$ cat src/rtl/core/assert_macros.svh
// ----------------------------------------------------------------------------
// assert_macros.svh
// Shared assertion macros: clocked on clk, disabled while rst is high.
// ----------------------------------------------------------------------------
`ifndef ASSERT_MACROS_SVH
`define ASSERT_MACROS_SVH

// Whenever ante holds in a cycle, cons must hold in the same cycle.
`define ASSERT_IMPLIES(name, ante, cons) \
  name: assert property (@(posedge clk) disable iff (rst) (ante) |-> (cons)) \
    else $error("assertion failed");

// expr must never be true.
`define ASSERT_NEVER(name, expr) \
  name: assert property (@(posedge clk) disable iff (rst) !(expr)) \
    else $error("assertion failed");

`endif

$ cat src/rtl/core/usw_pkg.sv
// ----------------------------------------------------------------------------
// usw_pkg
// Types and codes shared by the update session window / ack core.
// ----------------------------------------------------------------------------
package usw_pkg;

  // Command codes
  localparam logic [2:0] CMD_BEGIN  = 3'd0;
  localparam logic [2:0] CMD_CHUNK  = 3'd1;
  localparam logic [2:0] CMD_END    = 3'd2;
  localparam logic [2:0] CMD_ABORT  = 3'd3;
  localparam logic [2:0] CMD_TICK   = 3'd4;
  localparam logic [2:0] CMD_VERIFY = 3'd5;

  // Status codes
  localparam logic [3:0] ST_READY         = 4'd0;
  localparam logic [3:0] ST_ACK           = 4'd1;
  localparam logic [3:0] ST_COMMITTING    = 4'd2;
  localparam logic [3:0] ST_REBOOTING     = 4'd3;
  localparam logic [3:0] ST_ABORTED       = 4'd4;
  localparam logic [3:0] ST_VERIFIED      = 4'd5;
  localparam logic [3:0] ST_NOT_PENDING   = 4'd6;
  localparam logic [3:0] ST_BAD_PAYLOAD   = 4'd7;
  localparam logic [3:0] ST_BEGIN_FAILED  = 4'd8;
  localparam logic [3:0] ST_WRITE_FAILED  = 4'd9;
  localparam logic [3:0] ST_SIZE_MISMATCH = 4'd10;
  localparam logic [3:0] ST_END_FAILED    = 4'd11;

  // Register indexes; each register sits at byte address 4 * index
  localparam logic [1:0] REG_ACK_WINDOW = 2'd0;
  localparam logic [1:0] REG_MAX_IMAGE  = 2'd1;
  localparam logic [1:0] REG_WATCHDOG   = 2'd2;

  localparam logic [7:0]  PAYLOAD_LEN_REQ  = 8'd36;
  localparam logic [7:0]  ACK_WINDOW_RST   = 8'd16;
  localparam logic [31:0] MAX_IMAGE_RST    = 32'd3 * 32'd1024 * 32'd1024;
  localparam logic [31:0] WATCHDOG_RST     = 32'd10000;

  typedef struct packed {
    logic [7:0]  ack_window;
    logic [31:0] max_image_size;
    logic [31:0] watchdog_ms;
  } cfg_t;

  typedef struct packed {
    logic [2:0]  cmd;
    logic [31:0] image_size;
    logic [7:0]  begin_len;
    logic [15:0] chunk_len;
    logic        lower_ok;
    logic        user_enable;
    logic [31:0] now_ms;
  } item_t;

  typedef struct packed {
    logic [3:0]  status;
    logic [31:0] byte_count;
    logic        enable_write;
    logic        enable_value;
    logic        last;
  } res_t;

  // Build a result; the enable value reads zero when the line is not driven.
  function automatic res_t mk_res(logic [3:0] st, logic [31:0] bytes, logic we,
                                  logic wv, logic lst);
    res_t r;
    r.status       = st;
    r.byte_count   = bytes;
    r.enable_write = we;
    r.enable_value = we & wv;
    r.last         = lst;
    return r;
  endfunction

endpackage

$ cat src/rtl/core/usw_regs.sv
// ----------------------------------------------------------------------------
// usw_regs
// APB configuration registers: ack window, max image size, watchdog time.
// ----------------------------------------------------------------------------
module usw_regs (
  input  logic          clk,
  input  logic          rst,
  input  logic          psel,
  input  logic          penable,
  input  logic          pwrite,
  input  logic [3:0]    paddr,
  input  logic [31:0]   pwdata,
  output logic [31:0]   prdata,
  output logic          pready,
  output usw_pkg::cfg_t cfg
);
  import usw_pkg::*;

  logic [1:0] idx;
  logic       wr_en;

  assign idx    = paddr[3:2];
  assign pready = 1'b1;
  assign wr_en  = psel & penable & pwrite;

  always_ff @(posedge clk) begin
    if (rst) begin
      cfg.ack_window     <= ACK_WINDOW_RST;
      cfg.max_image_size <= MAX_IMAGE_RST;
      cfg.watchdog_ms    <= WATCHDOG_RST;
    end else if (wr_en) begin
      case (idx)
        REG_ACK_WINDOW: cfg.ack_window     <= pwdata[7:0];
        REG_MAX_IMAGE:  cfg.max_image_size <= pwdata;
        REG_WATCHDOG:   cfg.watchdog_ms    <= pwdata;
        default: ;
      endcase
    end
  end

  always_comb begin
    case (idx)
      REG_ACK_WINDOW: prdata = {24'd0, cfg.ack_window};
      REG_MAX_IMAGE:  prdata = cfg.max_image_size;
      REG_WATCHDOG:   prdata = cfg.watchdog_ms;
      default:        prdata = 32'd0;
    endcase
  end

endmodule

$ cat src/rtl/core/usw_cmd.sv
// ----------------------------------------------------------------------------
// usw_cmd
// Command stage: registered item, session state, and up to two results.
// ----------------------------------------------------------------------------
module usw_cmd (
  input  logic           clk,
  input  logic           rst,
  input  logic           load,
  input  usw_pkg::item_t item,
  input  usw_pkg::cfg_t  cfg,
  output logic [1:0]     push_n,
  output usw_pkg::res_t  res0,
  output usw_pkg::res_t  res1
);
  import usw_pkg::*;

  // Committing is only passed through within one command, never held.
  typedef enum logic [3:0] {
    SES_IDLE      = 4'b0001,
    SES_READY     = 4'b0010,
    SES_RECEIVING = 4'b0100,
    SES_REBOOTING = 4'b1000
  } session_t;

  item_t       cur;
  logic        busy;

  session_t    session, session_next;
  logic [31:0] expected_size, expected_size_next;
  logic [31:0] received_bytes, received_bytes_next;
  logic [7:0]  window_count, window_count_next;
  logic        saved_enable, saved_enable_next;
  logic [31:0] last_chunk_time, last_chunk_time_next;
  logic        pending_verify, pending_verify_next;

  logic        active;
  logic        begin_en;
  logic [31:0] recv_sum;
  logic [7:0]  win_inc;
  logic [31:0] idle_ms;

  always_ff @(posedge clk) begin
    if (rst) begin
      busy <= 1'b0;
    end else begin
      busy <= load;
    end
    if (load) begin
      cur <= item;
    end
  end

  always_ff @(posedge clk) begin
    if (rst) begin
      session         <= SES_IDLE;
      expected_size   <= 32'd0;
      received_bytes  <= 32'd0;
      window_count    <= 8'd0;
      saved_enable    <= 1'b0;
      last_chunk_time <= 32'd0;
      pending_verify  <= 1'b0;
    end else begin
      session         <= session_next;
      expected_size   <= expected_size_next;
      received_bytes  <= received_bytes_next;
      window_count    <= window_count_next;
      saved_enable    <= saved_enable_next;
      last_chunk_time <= last_chunk_time_next;
      pending_verify  <= pending_verify_next;
    end
  end

  assign active   = (session == SES_READY) || (session == SES_RECEIVING);
  assign begin_en = active ? saved_enable : cur.user_enable;
  assign recv_sum = received_bytes + {16'd0, cur.chunk_len};
  assign win_inc  = window_count + 8'd1;
  assign idle_ms  = cur.now_ms - last_chunk_time;

  always_comb begin
    session_next         = session;
    expected_size_next   = expected_size;
    received_bytes_next  = received_bytes;
    window_count_next    = window_count;
    saved_enable_next    = saved_enable;
    last_chunk_time_next = last_chunk_time;
    pending_verify_next  = pending_verify;
    push_n               = 2'd0;
    res0                 = mk_res(ST_READY, 32'd0, 1'b0, 1'b0, 1'b1);
    res1                 = mk_res(ST_READY, 32'd0, 1'b0, 1'b0, 1'b1);

    if (busy) begin
      case (cur.cmd)
        CMD_BEGIN: begin
          push_n = 2'd1;
          if (cur.begin_len != PAYLOAD_LEN_REQ) begin
            res0 = mk_res(ST_BAD_PAYLOAD, 32'd0, 1'b0, 1'b0, 1'b1);
          end else begin
            // drop a running session first
            if (active) begin
              session_next        = SES_IDLE;
              expected_size_next  = 32'd0;
              received_bytes_next = 32'd0;
              window_count_next   = 8'd0;
            end
            if (cur.image_size == 32'd0 || cur.image_size > cfg.max_image_size) begin
              res0 = mk_res(ST_BEGIN_FAILED, 32'd0, active, begin_en, 1'b1);
            end else begin
              saved_enable_next   = begin_en;
              received_bytes_next = 32'd0;
              window_count_next   = 8'd0;
              if (!cur.lower_ok) begin
                session_next       = SES_IDLE;
                expected_size_next = 32'd0;
                res0 = mk_res(ST_BEGIN_FAILED, 32'd0, 1'b1, begin_en, 1'b1);
              end else begin
                session_next         = SES_READY;
                expected_size_next   = cur.image_size;
                last_chunk_time_next = cur.now_ms;
                res0 = mk_res(ST_READY, 32'd0, 1'b1, 1'b0, 1'b1);
              end
            end
          end
        end
        CMD_CHUNK: begin
          if (cur.chunk_len != 16'd0 && active) begin
            last_chunk_time_next = cur.now_ms;
            if (!cur.lower_ok) begin
              session_next        = SES_IDLE;
              expected_size_next  = 32'd0;
              received_bytes_next = 32'd0;
              window_count_next   = 8'd0;
              push_n = 2'd1;
              res0 = mk_res(ST_WRITE_FAILED, received_bytes, 1'b1, saved_enable, 1'b1);
            end else begin
              session_next        = SES_RECEIVING;
              received_bytes_next = recv_sum;
              window_count_next   = win_inc;
              if (win_inc >= cfg.ack_window || recv_sum >= expected_size) begin
                window_count_next = 8'd0;
                push_n = 2'd1;
                res0 = mk_res(ST_ACK, recv_sum, 1'b0, 1'b0, 1'b1);
              end
            end
          end
        end
        CMD_END: begin
          push_n = 2'd1;
          if (!active) begin
            res0 = mk_res(ST_END_FAILED, received_bytes, 1'b0, 1'b0, 1'b1);
          end else if (received_bytes != expected_size) begin
            session_next        = SES_IDLE;
            expected_size_next  = 32'd0;
            received_bytes_next = 32'd0;
            window_count_next   = 8'd0;
            res0 = mk_res(ST_SIZE_MISMATCH, received_bytes, 1'b1, saved_enable, 1'b1);
          end else begin
            push_n = 2'd2;
            res0 = mk_res(ST_COMMITTING, received_bytes, 1'b0, 1'b0, 1'b0);
            if (!cur.lower_ok) begin
              session_next        = SES_IDLE;
              expected_size_next  = 32'd0;
              received_bytes_next = 32'd0;
              window_count_next   = 8'd0;
              res1 = mk_res(ST_END_FAILED, received_bytes, 1'b1, saved_enable, 1'b1);
            end else begin
              pending_verify_next = 1'b1;
              session_next        = SES_REBOOTING;
              res1 = mk_res(ST_REBOOTING, received_bytes, 1'b0, 1'b0, 1'b1);
            end
          end
        end
        CMD_ABORT, CMD_TICK: begin
          // tick aborts only on a stalled transfer
          if (cur.cmd == CMD_ABORT ||
              (session == SES_RECEIVING && idle_ms > cfg.watchdog_ms)) begin
            session_next        = SES_IDLE;
            expected_size_next  = 32'd0;
            received_bytes_next = 32'd0;
            window_count_next   = 8'd0;
            push_n = 2'd1;
            res0 = mk_res(ST_ABORTED, 32'd0, active, saved_enable, 1'b1);
          end
        end
        CMD_VERIFY: begin
          push_n = 2'd1;
          if (!pending_verify) begin
            res0 = mk_res(ST_NOT_PENDING, 32'd0, 1'b0, 1'b0, 1'b1);
          end else if (!cur.lower_ok) begin
            res0 = mk_res(ST_END_FAILED, 32'd0, 1'b0, 1'b0, 1'b1);
          end else begin
            pending_verify_next = 1'b0;
            res0 = mk_res(ST_VERIFIED, 32'd0, 1'b0, 1'b0, 1'b1);
          end
        end
        default: ;
      endcase
    end
  end

endmodule

$ cat src/rtl/core/usw_outq.sv
// ----------------------------------------------------------------------------
// usw_outq
// Result queue: takes up to two results a cycle, hands out one.
// ----------------------------------------------------------------------------
module usw_outq #(
  parameter int DEPTH = 4
) (
  input  logic                         clk,
  input  logic                         rst,
  input  logic [1:0]                   push_n,
  input  usw_pkg::res_t                d0,
  input  usw_pkg::res_t                d1,
  input  logic                         pop,
  output usw_pkg::res_t                head,
  output logic [$clog2(DEPTH+1)-1:0]   count
);
  import usw_pkg::*;

  localparam int PTR_W = $clog2(DEPTH);
  localparam int CNT_W = $clog2(DEPTH + 1);

  res_t             mem [DEPTH];
  logic [PTR_W-1:0] wr_ptr, rd_ptr;
  logic [PTR_W-1:0] wr_ptr1;

  assign wr_ptr1 = wr_ptr + PTR_W'(1);
  assign head    = mem[rd_ptr];

  always_ff @(posedge clk) begin
    if (push_n != 2'd0) begin
      mem[wr_ptr] <= d0;
    end
    if (push_n == 2'd2) begin
      mem[wr_ptr1] <= d1;
    end
  end

  always_ff @(posedge clk) begin
    if (rst) begin
      wr_ptr <= '0;
      rd_ptr <= '0;
      count  <= '0;
    end else begin
      wr_ptr <= wr_ptr + PTR_W'(push_n);
      if (pop) begin
        rd_ptr <= rd_ptr + PTR_W'(1);
      end
      count <= count + CNT_W'(push_n) - CNT_W'(pop);
    end
  end

endmodule

$ cat src/rtl/core/update_session_window_ack_core.sv
// ----------------------------------------------------------------------------
// update_session_window_ack_core
// Firmware-update session controller with windowed acks and watchdog abort.
// ----------------------------------------------------------------------------
//
//  channel  | direction | handshake           | content
//  ---------+-----------+---------------------+------------------------------
//  s_*      | in        | s_tvalid / s_tready | one command per transaction
//  m_*      | out       | m_tvalid / m_tready | zero to two results per command
//  apb      | in        | psel / penable      | ack_window, max_image_size,
//           |           | (pready always 1)   | watchdog_ms at 0x0, 0x4, 0x8
//
//  A command accepted at one edge sits in the command register; session
//  state and results are settled at the next edge, and the results enter
//  the result queue at that edge. One command per cycle is taken while
//  s_tready is high; an end command can yield two results, so the one
//  result per cycle of the output channel sets the rate while ends are
//  frequent. Synchronous reset returns the session to idle and loads
//  register defaults. Backpressure on m_tready fills the result queue and
//  then drops s_tready; no result is lost or reordered.
//
module update_session_window_ack_core #(
  parameter int OUTQ_DEPTH = 4  // power of two, at least 4
) (
  input  logic        clk,
  input  logic        rst,

  input  logic        s_tvalid,
  output logic        s_tready,
  // [31:0] image_size, [39:32] begin_len, [55:40] chunk_len,
  // [56] lower_ok, [57] user_enable, [89:58] now_ms, [95:90] zero
  input  logic [95:0] s_tdata,
  // [2:0] cmd
  input  logic [2:0]  s_tuser,

  output logic        m_tvalid,
  input  logic        m_tready,
  // [31:0] byte_count, [32] enable_write, [33] enable_value, [39:34] zero
  output logic [39:0] m_tdata,
  // [3:0] status
  output logic [3:0]  m_tuser,
  output logic        m_tlast,

  input  logic        psel,
  input  logic        penable,
  input  logic        pwrite,
  input  logic [3:0]  paddr,
  input  logic [31:0] pwdata,
  output logic [31:0] prdata,
  output logic        pready
);
  import usw_pkg::*;

  localparam int CNT_W = $clog2(OUTQ_DEPTH + 1);

  cfg_t             cfg;
  item_t            item;
  logic             accept;
  logic [1:0]       push_n;
  res_t             res0, res1, head;
  logic [CNT_W-1:0] q_count;
  logic [CNT_W:0]   q_need;
  logic             pop;

  // Unpack the command transaction.
  assign item.cmd         = s_tuser;
  assign item.image_size  = s_tdata[31:0];
  assign item.begin_len   = s_tdata[39:32];
  assign item.chunk_len   = s_tdata[55:40];
  assign item.lower_ok    = s_tdata[56];
  assign item.user_enable = s_tdata[57];
  assign item.now_ms      = s_tdata[89:58];

  // Take a new command only if the queue can still absorb two results
  // after what the command register pushes this cycle.
  assign q_need   = {1'b0, q_count} + (CNT_W + 1)'(push_n);
  assign s_tready = q_need <= (CNT_W + 1)'(OUTQ_DEPTH - 2);
  assign accept   = s_tvalid & s_tready;

  usw_regs u_regs (
    .clk     (clk),
    .rst     (rst),
    .psel    (psel),
    .penable (penable),
    .pwrite  (pwrite),
    .paddr   (paddr),
    .pwdata  (pwdata),
    .prdata  (prdata),
    .pready  (pready),
    .cfg     (cfg)
  );

  usw_cmd u_cmd (
    .clk    (clk),
    .rst    (rst),
    .load   (accept),
    .item   (item),
    .cfg    (cfg),
    .push_n (push_n),
    .res0   (res0),
    .res1   (res1)
  );

  usw_outq #(
    .DEPTH (OUTQ_DEPTH)
  ) u_outq (
    .clk    (clk),
    .rst    (rst),
    .push_n (push_n),
    .d0     (res0),
    .d1     (res1),
    .pop    (pop),
    .head   (head),
    .count  (q_count)
  );

  // Drive the result transaction from the queue head.
  assign m_tvalid = q_count != '0;
  assign pop      = m_tvalid & m_tready;
  assign m_tdata  = {6'd0, head.enable_value, head.enable_write, head.byte_count};
  assign m_tuser  = head.status;
  assign m_tlast  = head.last;

`include "assert_macros.svh"

  // The queue never takes more results than it has room for.
  `ASSERT_IMPLIES(a_no_overflow, push_n != 2'd0, q_need <= (CNT_W + 1)'(OUTQ_DEPTH))
  // A command never yields three results.
  `ASSERT_NEVER(a_push_range, push_n == 2'd3)
  // A pair of results is committing then final; only the second closes.
  `ASSERT_IMPLIES(a_pair_last, push_n == 2'd2,
                  !res0.last && res1.last && res0.status == ST_COMMITTING)
  // An undriven enable line always reports a zero value.
  `ASSERT_IMPLIES(a_enable_quiet, m_tvalid && !m_tdata[32], !m_tdata[33])

endmodule
$ cat config.mk
export PLATFORM = sky130hd
export DESIGN_NAME = update_session_window_ack_core
export DESIGN_NICKNAME = d
export VERILOG_FILES = /design/src/rtl/core/usw_pkg.sv /design/src/rtl/core/usw_regs.sv /design/src/rtl/core/usw_cmd.sv /design/src/rtl/core/usw_outq.sv /design/src/rtl/core/update_session_window_ack_core.sv
export VERILOG_INCLUDE_DIRS = /design/src /design/src/rtl/core
export SDC_FILE = /design/constraint.sdc
export NUM_CORES = 1
export LEC_CHECK = 0
export BUFFER_PORTS_ARGS = -buffer_cell sky130_fd_sc_hd__buf_2
export CORE_UTILIZATION = 60
export CTS_CLUSTER_DIAMETER = 100
export DETAILED_ROUTE_END_ITERATION = 10
export GPL_TIMING_DRIVEN = 0
export PLACE_DENSITY = 0.81
export SYNTH_ARGS = -nofsm -noshare
export SYNTH_HDL_FRONTEND = slang
export SYNTH_SLANG_ARGS = --single-unit
$ cat constraint.sdc
create_clock -name clk -period 9.6 [get_ports clk]
set_input_delay 0.96 -clock clk [delete_from_list [all_inputs] [get_ports clk]]
set_output_delay 0.96 -clock clk [all_outputs]
set_load 0.01 [all_outputs]
==> results of run 1 <==
## layer usage
metal / vias to the layer above / GRT usage [%] / routed length, um
met2: 1169 / 58.32 / 33930
met3: 256 / 5.425 / 6453
li1: 9306 / - / -
met4: 0 / 20.14 / 4543
met5: - / 0 / 0
met1: 9589 / 43.75 / 27270
## tightest hold or removal path, cell delays in order, from the launching register on
cell and delay, ns:
dfxtp_1 0.31, nand2_1 0.06, mux2i_1 0.06
## through the flow
stage / hold slack [ns] / std cells / utilization, %
after floorplan: 0.4353 / 2421 / -
after global placement: 0.4424 / 3151 / 65.06
after detailed placement: 0.4544 / 3156 / 65.36
after CTS: 0.4683 / 3242 / 69.18
after global routing: 0.4798 / 3242 / 69.18
final: 0.4667 / 3242 / 69.18
## final cells by class
| type | count | area (um^2) |
|---|---|---|
| plain buffers | 141 | 600.6 |
| clock buffers | 63 | 1299 |
| clock inverters | 23 | 220.2 |
| fillers | 3052 | 12240 |
| inverters | 171 | 641.9 |
| multi-input cells | 1668 | 11700 |
| flip-flops and latches | 441 | 11240 |
| well taps | 525 | 656.9 |
| repair buffers | 210 | 1134 |
## report_power, final
group	internal (uW)	switching [uW]	total, uW
logic	471	643	1110
registers	2110	88.2	2200
clock network	1060	754	1810
## path summary, 6_finish.rpt
| kind | from | to | slack (ns) | depth (start not counted) |
|---|---|---|---|---|
| setup reg to reg | u_cmd.cur[0]$_DFFE_PP_ | u_cmd.cur[82]$_DFFE_PP_ | 1.46 | 30 |
| setup / recovery | u_cmd.cur[0]$_DFFE_PP_ | s_tready | 0.93 | 29 |
| hold reg to reg | u_outq.mem[0][37]$_SDFFE_PP0P_ | u_outq.mem[0][37]$_SDFFE_PP0P_ | 0.47 | 2 |
| hold / removal | u_outq.mem[0][37]$_SDFFE_PP0P_ | u_outq.mem[0][37]$_SDFFE_PP0P_ | 0.47 | 2 |
## kinds of logic (layout without fill, tap and decap cells)
| family | after synthesis | after routing |
|---|---|---|
| xor gates and xnor gates | 105 | 105 |
| adders and majority gates | 162 | 162 |
| DFF | 441 | 441 |
| and+or+nand+nor | 656 | 656 |
| AOI/OAI and AO/OA | 642 | 642 |
| buffers and inverters | 312 | 608 |
| muxes | 96 | 96 |
| other | 2 | 7 |
## cells in the final DEF (no fill, tap or decap), drive strengths merged, types with 7 or more instances in the layout
master	count
a211oi	9
a21boi	17
a21o	60
a21oi	196
a22o	104
a31oi	8
and2	10
and3	12
and4	8
buf	245
clkbuf	169
clkinv	15
conb	7
dfxtp	200
edfxtp	241
ha	158
inv	170
mux2i	56
mux4	39
nand2	290
nand2b	12
nand3	38
nand3b	18
nand4	38
nor2	129
nor2b	20
nor3	22
nor4	29
o211ai	11
o21a	13
o21ai	140
o22ai	37
or3	8
xnor2	48
xor2	57
## registers in the layout, indices dropped and copies added (netlist names), 2 cells and up, named ones only
| register | flops |
|---|---|
| u_outq.mem | 156 |
| u_cmd.cur | 93 |
| u_regs.cfg | 72 |
| u_cmd.expected_size | 32 |
| u_cmd.last_chunk_time | 32 |
| u_cmd.received_bytes | 32 |
| u_cmd.window_count | 8 |
| u_cmd.session | 4 |
| u_outq.count | 3 |
| u_outq.rd_ptr | 2 |
| u_outq.wr_ptr | 2 |
==> flow_metrics.py, run 1 <==
metrics = {
    "critical_path": {
        "path_delay_family": "compound AO/OA/AOI/OAI gates",
        "crit_path_start_kind": "flip-flop",
        "path_class": "flip-flop to primary output",
        "cp_slowest_cell": "nor4b_1",
        "end_kind": "primary output",
        "critical_path_required_ns": 8.64,
        "arrival_ns": 7.71,
        "crit_path_max_incr_delay_ns": 0.44,
        "path_max_fanout": 10,
        "critical_path_buf_inv_count": 4,
    },
    "power": {
        "peakVddDrop_v": 0.0001783,
        "power.leakage_uw": 0.01077,
        "p_per_area_nw_per_um2": 186.4,
        "power_uw": 5125,
    },
    "synthesis": {
        "synthesis.area_um2": 24150,
        "synthSimpleGateAreaFrac_pct": 12.82,
        "synth_top_family_by_area": "compound AO/OA/AOI/OAI gates",
        "synth-edff-count": 241,
        "synthFlopType": "edfxtp_1",
        "avgSynthCellArea_um2": 9.995,
        "synthCells": 2416,
        "synthArstFlopShare_pct": 0,
        "yosys.area_share.adder_pct": 8.519,
        "yosysWarningCount": 0,
        "synth_xor_xnor_area_share_pct": 3.808,
        "ys_seq_area_share_pct": 46.55,
        "synth_cell_types": 80,
        "synth_most_common_cell": "nand2_1",
        "synth_compound_area_share_pct": 17.11,
        "synth_top_area_cell": "edfxtp_1",
        "synth_top_area_share_pct": 29.97,
        "synthTopCellsByCount": "290 x nand2_1, 241 x edfxtp_1, 200 x dfxtp_1",
        "ys_seq_elements": 441,
        "synthTopCellsByArea": "edfxtp_1 30%, dfxtp_1 17%, ha_1 8.2%, nand2_1 4.5%, a21oi_1 4.1%",
        "synthMuxAreaShare_pct": 6.005,
    },
    "timing": {
        "setup_tns_ns": 0,
        "worst_slew_pin_slew_ns": 1.137,
        "maxSlewHeadroom_pct": 23.42,
        "hold_viol": 0,
        "fin_crit_sh_pct": 90.32,
        "fin_crit_ns": 8.671,
        "slew_violations": 0,
        "rsz0062_at_grt": "false",
        "fin_skew_ns": 0.02339,
        "setup_viol": 0,
        "fmax_mhz": 115.3,
        "layout_setup_ws_ns": 0.9289,
    },
    "cts": {
        "clockRootBuffer": "clkbuf_16",
        "clk_pin_slew_worst_paths_ns": 0.06,
        "cts_tree": "done",
        "worst_skew_pair.late_latency_ns": 0.59,
        "cts_hold_buf": 0,
        "post_cts_buffers": 0,
        "clk_path_buf_depth": 3,
        "cts_resized": 0,
        "numCtsBuffers": 47,
        "htreeDepth": 2,
        "clock_sinks": 441,
    },
    "worst_hold_path": {
        "hp-class": "flip-flop to flip-flop",
    },
    "placement": {
        "dpl-instance-area_um2": 25970,
        "pre_cts_ws_ns": 1.589,
        "hpwl_um": 55430,
        "gp_congestion": 0.9961,
        "place.port_buffers": 205,
    },
    "floorplan": {
        "num_rows": 73,
        "die-area_um2": 41050,
        "initial_core_util_pct": 60.77,
        "core_area_um2": 39730,
        "die_width_um": 202.6,
        "io_pins": 222,
        "die_h_um": 202.6,
    },
    "detailed_routing": {
        "wire_per_inst_um": 22.27,
        "totalWireLength_um": 72190,
        "drtPass1Iterations": 6,
        "ant_nets": 0,
        "drc": 0,
        "route.vias.total": 20320,
        "drtIter0Drc": 2008,
        "vias_per_cell": 6.268,
    },
    "flow_run": {
        "drv_cap": 0,
    },
    "global_routing": {
        "antenna_found_initial": 0,
        "grt_usage_pct": 35.15,
        "first_global_vias": 19840,
        "grt_pass1_wl_um": 111000,
        "grt_max_degree": 65,
        "grt_overflow": 0,
    },
    "finish": {
        "drive_gt1_share_pct": 13.65,
        "syn2layout_area_growth_pct": 13.83,
        "n_antenna_cell": 0,
        "final_cell_area_um2": 27490,
        "fin_nets": 2984,
    },
    "status": {
        "status": "completed",
    },
}
No activity file was read; power rests on OpenSTA's default activity.
==> inputs of run 2 (changes only) <==
--- a/config.mk
+++ b/config.mk
@@ -7,11 +7,12 @@
 export NUM_CORES = 1
 export LEC_CHECK = 0
 export BUFFER_PORTS_ARGS = -buffer_cell sky130_fd_sc_hd__buf_2
-export CORE_UTILIZATION = 60
+export CORE_UTILIZATION = 61
 export CTS_CLUSTER_DIAMETER = 100
 export DETAILED_ROUTE_END_ITERATION = 10
 export GPL_TIMING_DRIVEN = 0
-export PLACE_DENSITY = 0.81
+export PLACE_DENSITY = 0.82
 export SYNTH_ARGS = -nofsm -noshare
 export SYNTH_HDL_FRONTEND = slang
+export SYNTH_HIERARCHICAL = 1
 export SYNTH_SLANG_ARGS = --single-unit
==> flow_metrics.py, run 2 <==
metrics = {
    "floorplan": {
        "die_h_um": 206.6,
        "core_area_um2": 41020,
        "num_rows": 74,
        "die_width_um": 206.6,
        "die-area_um2": 42670,
        "io_pins": 222,
        "initial_core_util_pct": 62.23,
    },
    "power": {
        "peakVddDrop_v": 0.0002021,
        "p_per_area_nw_per_um2": 180.8,
        "power.leakage_uw": 0.01143,
    },
    "global_routing": {
        "grt_usage_pct": 33.98,
        "grt_max_degree": 25,
        "first_global_vias": 19480,
        "grt_overflow": 0,
        "antenna_found_initial": 0,
        "grt_pass1_wl_um": 109500,
    },
    "synthesis": {
        "avgSynthCellArea_um2": 10.99,
        "synth_cell_types": 94,
        "yosysWarningCount": 6,
        "ys_seq_elements": 441,
        "ys_seq_area_share_pct": 44.35,
        "synth-edff-count": 249,
        "synth_top_area_cell": "edfxtp_1",
        "synthCells": 2322,
        "synth_top_area_share_pct": 29.29,
        "synthArstFlopShare_pct": 0,
        "synthFlopType": "edfxtp_1",
        "synthTopCellsByCount": "249 x edfxtp_1, 192 x dfxtp_1, 167 x inv_1",
        "synthTopCellsByArea": "edfxtp_1 29%, dfxtp_1 15%, ha_1 7.7%, mux2_2 6.4%, mux2i_1 4.5%",
        "synthesis.area_um2": 25520,
        "synth_most_common_cell": "edfxtp_1",
    },
    "worst_hold_path": {
        "hold_depth": 2,
        "hp-class": "flip-flop to flip-flop",
        "min-delay-start": "u_cmd/last_chunk_time[12]$_SDFFE_PP0P_",
        "min_to": "u_cmd/last_chunk_time[12]$_SDFFE_PP0P_",
    },
    "cts": {
        "clk_pin_slew_worst_paths_ns": 0.06,
        "worst_skew_pair.late_latency_ns": 0.60,
        "clk_path_buf_depth": 3,
        "cts_hold_buf": 0,
        "post_cts_buffers": 0,
        "numCtsBuffers": 48,
        "cts_tree": "done",
        "clock_sinks": 441,
        "htreeDepth": 2,
        "clockRootBuffer": "clkbuf_16",
    },
    "critical_path": {
        "critical_path_buf_inv_count": 1,
        "rr_worst_depth": 24,
        "arrival_ns": 8.01,
        "r2r_start": "u_cmd/cur[34]$_DFFE_PP_",
        "crit_path_start_kind": "flip-flop",
        "path_max_fanout": 10,
        "end_kind": "primary output",
        "path_delay_family": "compound AO/OA/AOI/OAI gates",
        "cp_common_cell": "ha_1",
        "path_class": "flip-flop to primary output",
        "crit_chain": "ha_1 -> fa_1 -> a211oi_1 -> o21ai_2 -> a2111oi_2 -> nor3_2 -> o32ai_2 -> nor2_2 -> nand2_1 -> xnor2_1 -> ha_1 -> nand4_1 -> or2_2 -> nor4_1 -> nand4_1 -> nand3_1 -> o21ai_0 -> a31oi_4 -> ha_1 -> fa_1 -> a221oi_1 -> buf_2",
        "crit_path_max_incr_delay_ns": 0.63,
        "critical_path_required_ns": 8.64,
        "cp_slowest_cell": "o32ai_2",
        "r2r_setup_slack_ns": 0.98,
        "r2r_end": "u_cmd/cur[53]$_DFFE_PP_",
    },
    "timing": {
        "hold_slack_ns": 0.4919,
        "slew_violations": 0,
        "setup_tns_ns": 0,
        "maxSlewHeadroom_pct": 17.78,
        "fin_skew_ns": 0.02055,
        "setup_viol": 0,
        "fin_crit_sh_pct": 93.39,
        "fmax_mhz": 111.5,
        "fin_crit_ns": 8.966,
        "worst_slew_pin_slew_ns": 1.233,
        "rsz0062_at_grt": "false",
        "hold_viol": 0,
    },
    "flow_run": {
        "drv_cap": 0,
    },
    "finish": {
        "top_regs": "u_outq/mem (156), u_cmd/cur (93), u_regs/cfg (72)",
        "fin_nets": 2896,
        "largest_register_ffs": 156,
        "final_common_cell": "edfxtp_1",
        "final_cell_area_um2": 29150,
        "drive_gt1_share_pct": 22.80,
        "final_cell_mix": "249 x edfxtp_1, 237 x buf_2, 192 x dfxtp_1, 167 x inv_1, 158 x ha_1",
        "largest_register": "u_outq/mem",
        "syn2layout_area_growth_pct": 14.20,
        "fillerInstances": 2927,
    },
    "status": {
        "violations": "design-rule violations",
        "status": "finished with violations",
    },
    "detailed_routing": {
        "wire_per_inst_um": 23.00,
        "drc": 10,
        "drtIter0Drc": 1742,
        "vias_per_cell": 6.209,
        "ant_nets": 0,
        "route.vias.total": 19620,
        "totalWireLength_um": 72670,
        "drtPass1Iterations": 9,
    },
    "placement": {
        "place.port_buffers": 206,
        "gp_congestion": 0.9731,
        "hpwl_um": 54880,
        "dpl-instance-area_um2": 27480,
    },
}
==> run 2: cell count changes in the layout (fill, tap and decap cells not counted), sizes merged, moves of 55 or more <==
| cell | before | now |
|---|---|---|
| mux2 | 1 | 157 |
| clkbuf | 169 | 114 |
| mux2i | 56 | 116 |
| nand2b | 12 | 111 |
| nand2 | 290 | 94 |
| o21ai | 140 | 54 |
| a21oi | 196 | 117 |
==> run 2: per-layer routing <==
layer | GRT usage, % | wire, um | up-vias | share of wire [%]
met2 | 57.69 | 35250 | 815 | 49
met3 | 4.631 | 4565 | 164 | 6.3
li1 | - | - | 9069 | -
met4 | 16.73 | 3294 | 0 | 4.5
met5 | 0 | 0 | - | 0
met1 | 42.57 | 29560 | 9572 | 41
==> run 2: worst min-delay path, cell delays in order (launching register included) <==
cell and delay [ns]:
dfxtp_1 0.32, mux2i_1 0.06, nor2_1 0.07
==> run 2: how the worst max path moves through the flow <==
| stage | start | cells after the start | endpoint |
|---|---|---|---|
| floorplan | u_cmd/cur[34]$_DFFE_PP_ | 22 | u_cmd/cur[0]$_DFFE_PP_ |
| global placement | u_cmd/cur[0]$_DFFE_PP_ | 21 | u_outq/mem[0][1]$_DFFE_PP_ |
| detailed placement | u_cmd/cur[0]$_DFFE_PP_ | 25 | u_cmd/cur[53]$_DFFE_PP_ |
| CTS | u_cmd/cur[0]$_DFFE_PP_ | 23 | s_tready |
| global route | u_cmd/cur[34]$_DFFE_PP_ | 23 | s_tready |
| finish | u_cmd/cur[34]$_DFFE_PP_ | 22 | s_tready |
==> run 2: kinds of logic (layout without fill, tap and decap cells) <==
kind of cell | count (synthesis) | count (layout) | synth area share [%]
mux | 312 | 312 | 15.06
other cells | 4 | 10 | 0.05881
simple gates | 602 | 602 | 12.50
fa+ha+maj | 162 | 162 | 8.059
compound gates | 415 | 415 | 11.33
buf+inv | 292 | 592 | 5.294
flops | 441 | 441 | 44.35
xor+xnor | 94 | 94 | 3.338
==> run 2: layout make-up <==
cell class | count | area, um^2 | share of cell area (%)
multi-input cells | 1594 | 12940 | 44.41
clock inverters | 24 | 246.5 | 0.8456
flip-flops and latches | 441 | 11320 | 38.84
repair buffers | 215 | 1211 | 4.155
clock buffers | 61 | 1406 | 4.825
inverters | 169 | 634.4 | 2.176
well taps | 532 | 665.6 | 2.284
plain buffers | 123 | 716.9 | 2.460
diodes | 1 | 2.502 | 0.008585
==> run 2: what timing repair did <==
| item | in CTS | in global routing |
|---|---|---|
| gates resized for setup | 0 | 3 |
| setup endpoints to repair | 0 | 1 |
| endpoints found under the hold margin | 0 | 0 |
==> run 2: through the flow <==
stage	cells	total power (uW)	worst slack (ns)	util [%]
detailed placement	3074	3357	0.4884	66.99
CTS	3159	5280	0.01027	71.02
global placement	3065	3295	-3.111	66.44
floorplan	2327	2977	1.057	-
finish	3160	5270	0.6343	71.06
global route	3159	5482	0.1858	71.06
==> run 2: report_power, final <==
part	switching, uW	internal, uW	total, uW
sequential	97.1	2120	2210
clock	769	1160	1930
combinational	638	486	1120
total	1500	3770	5270
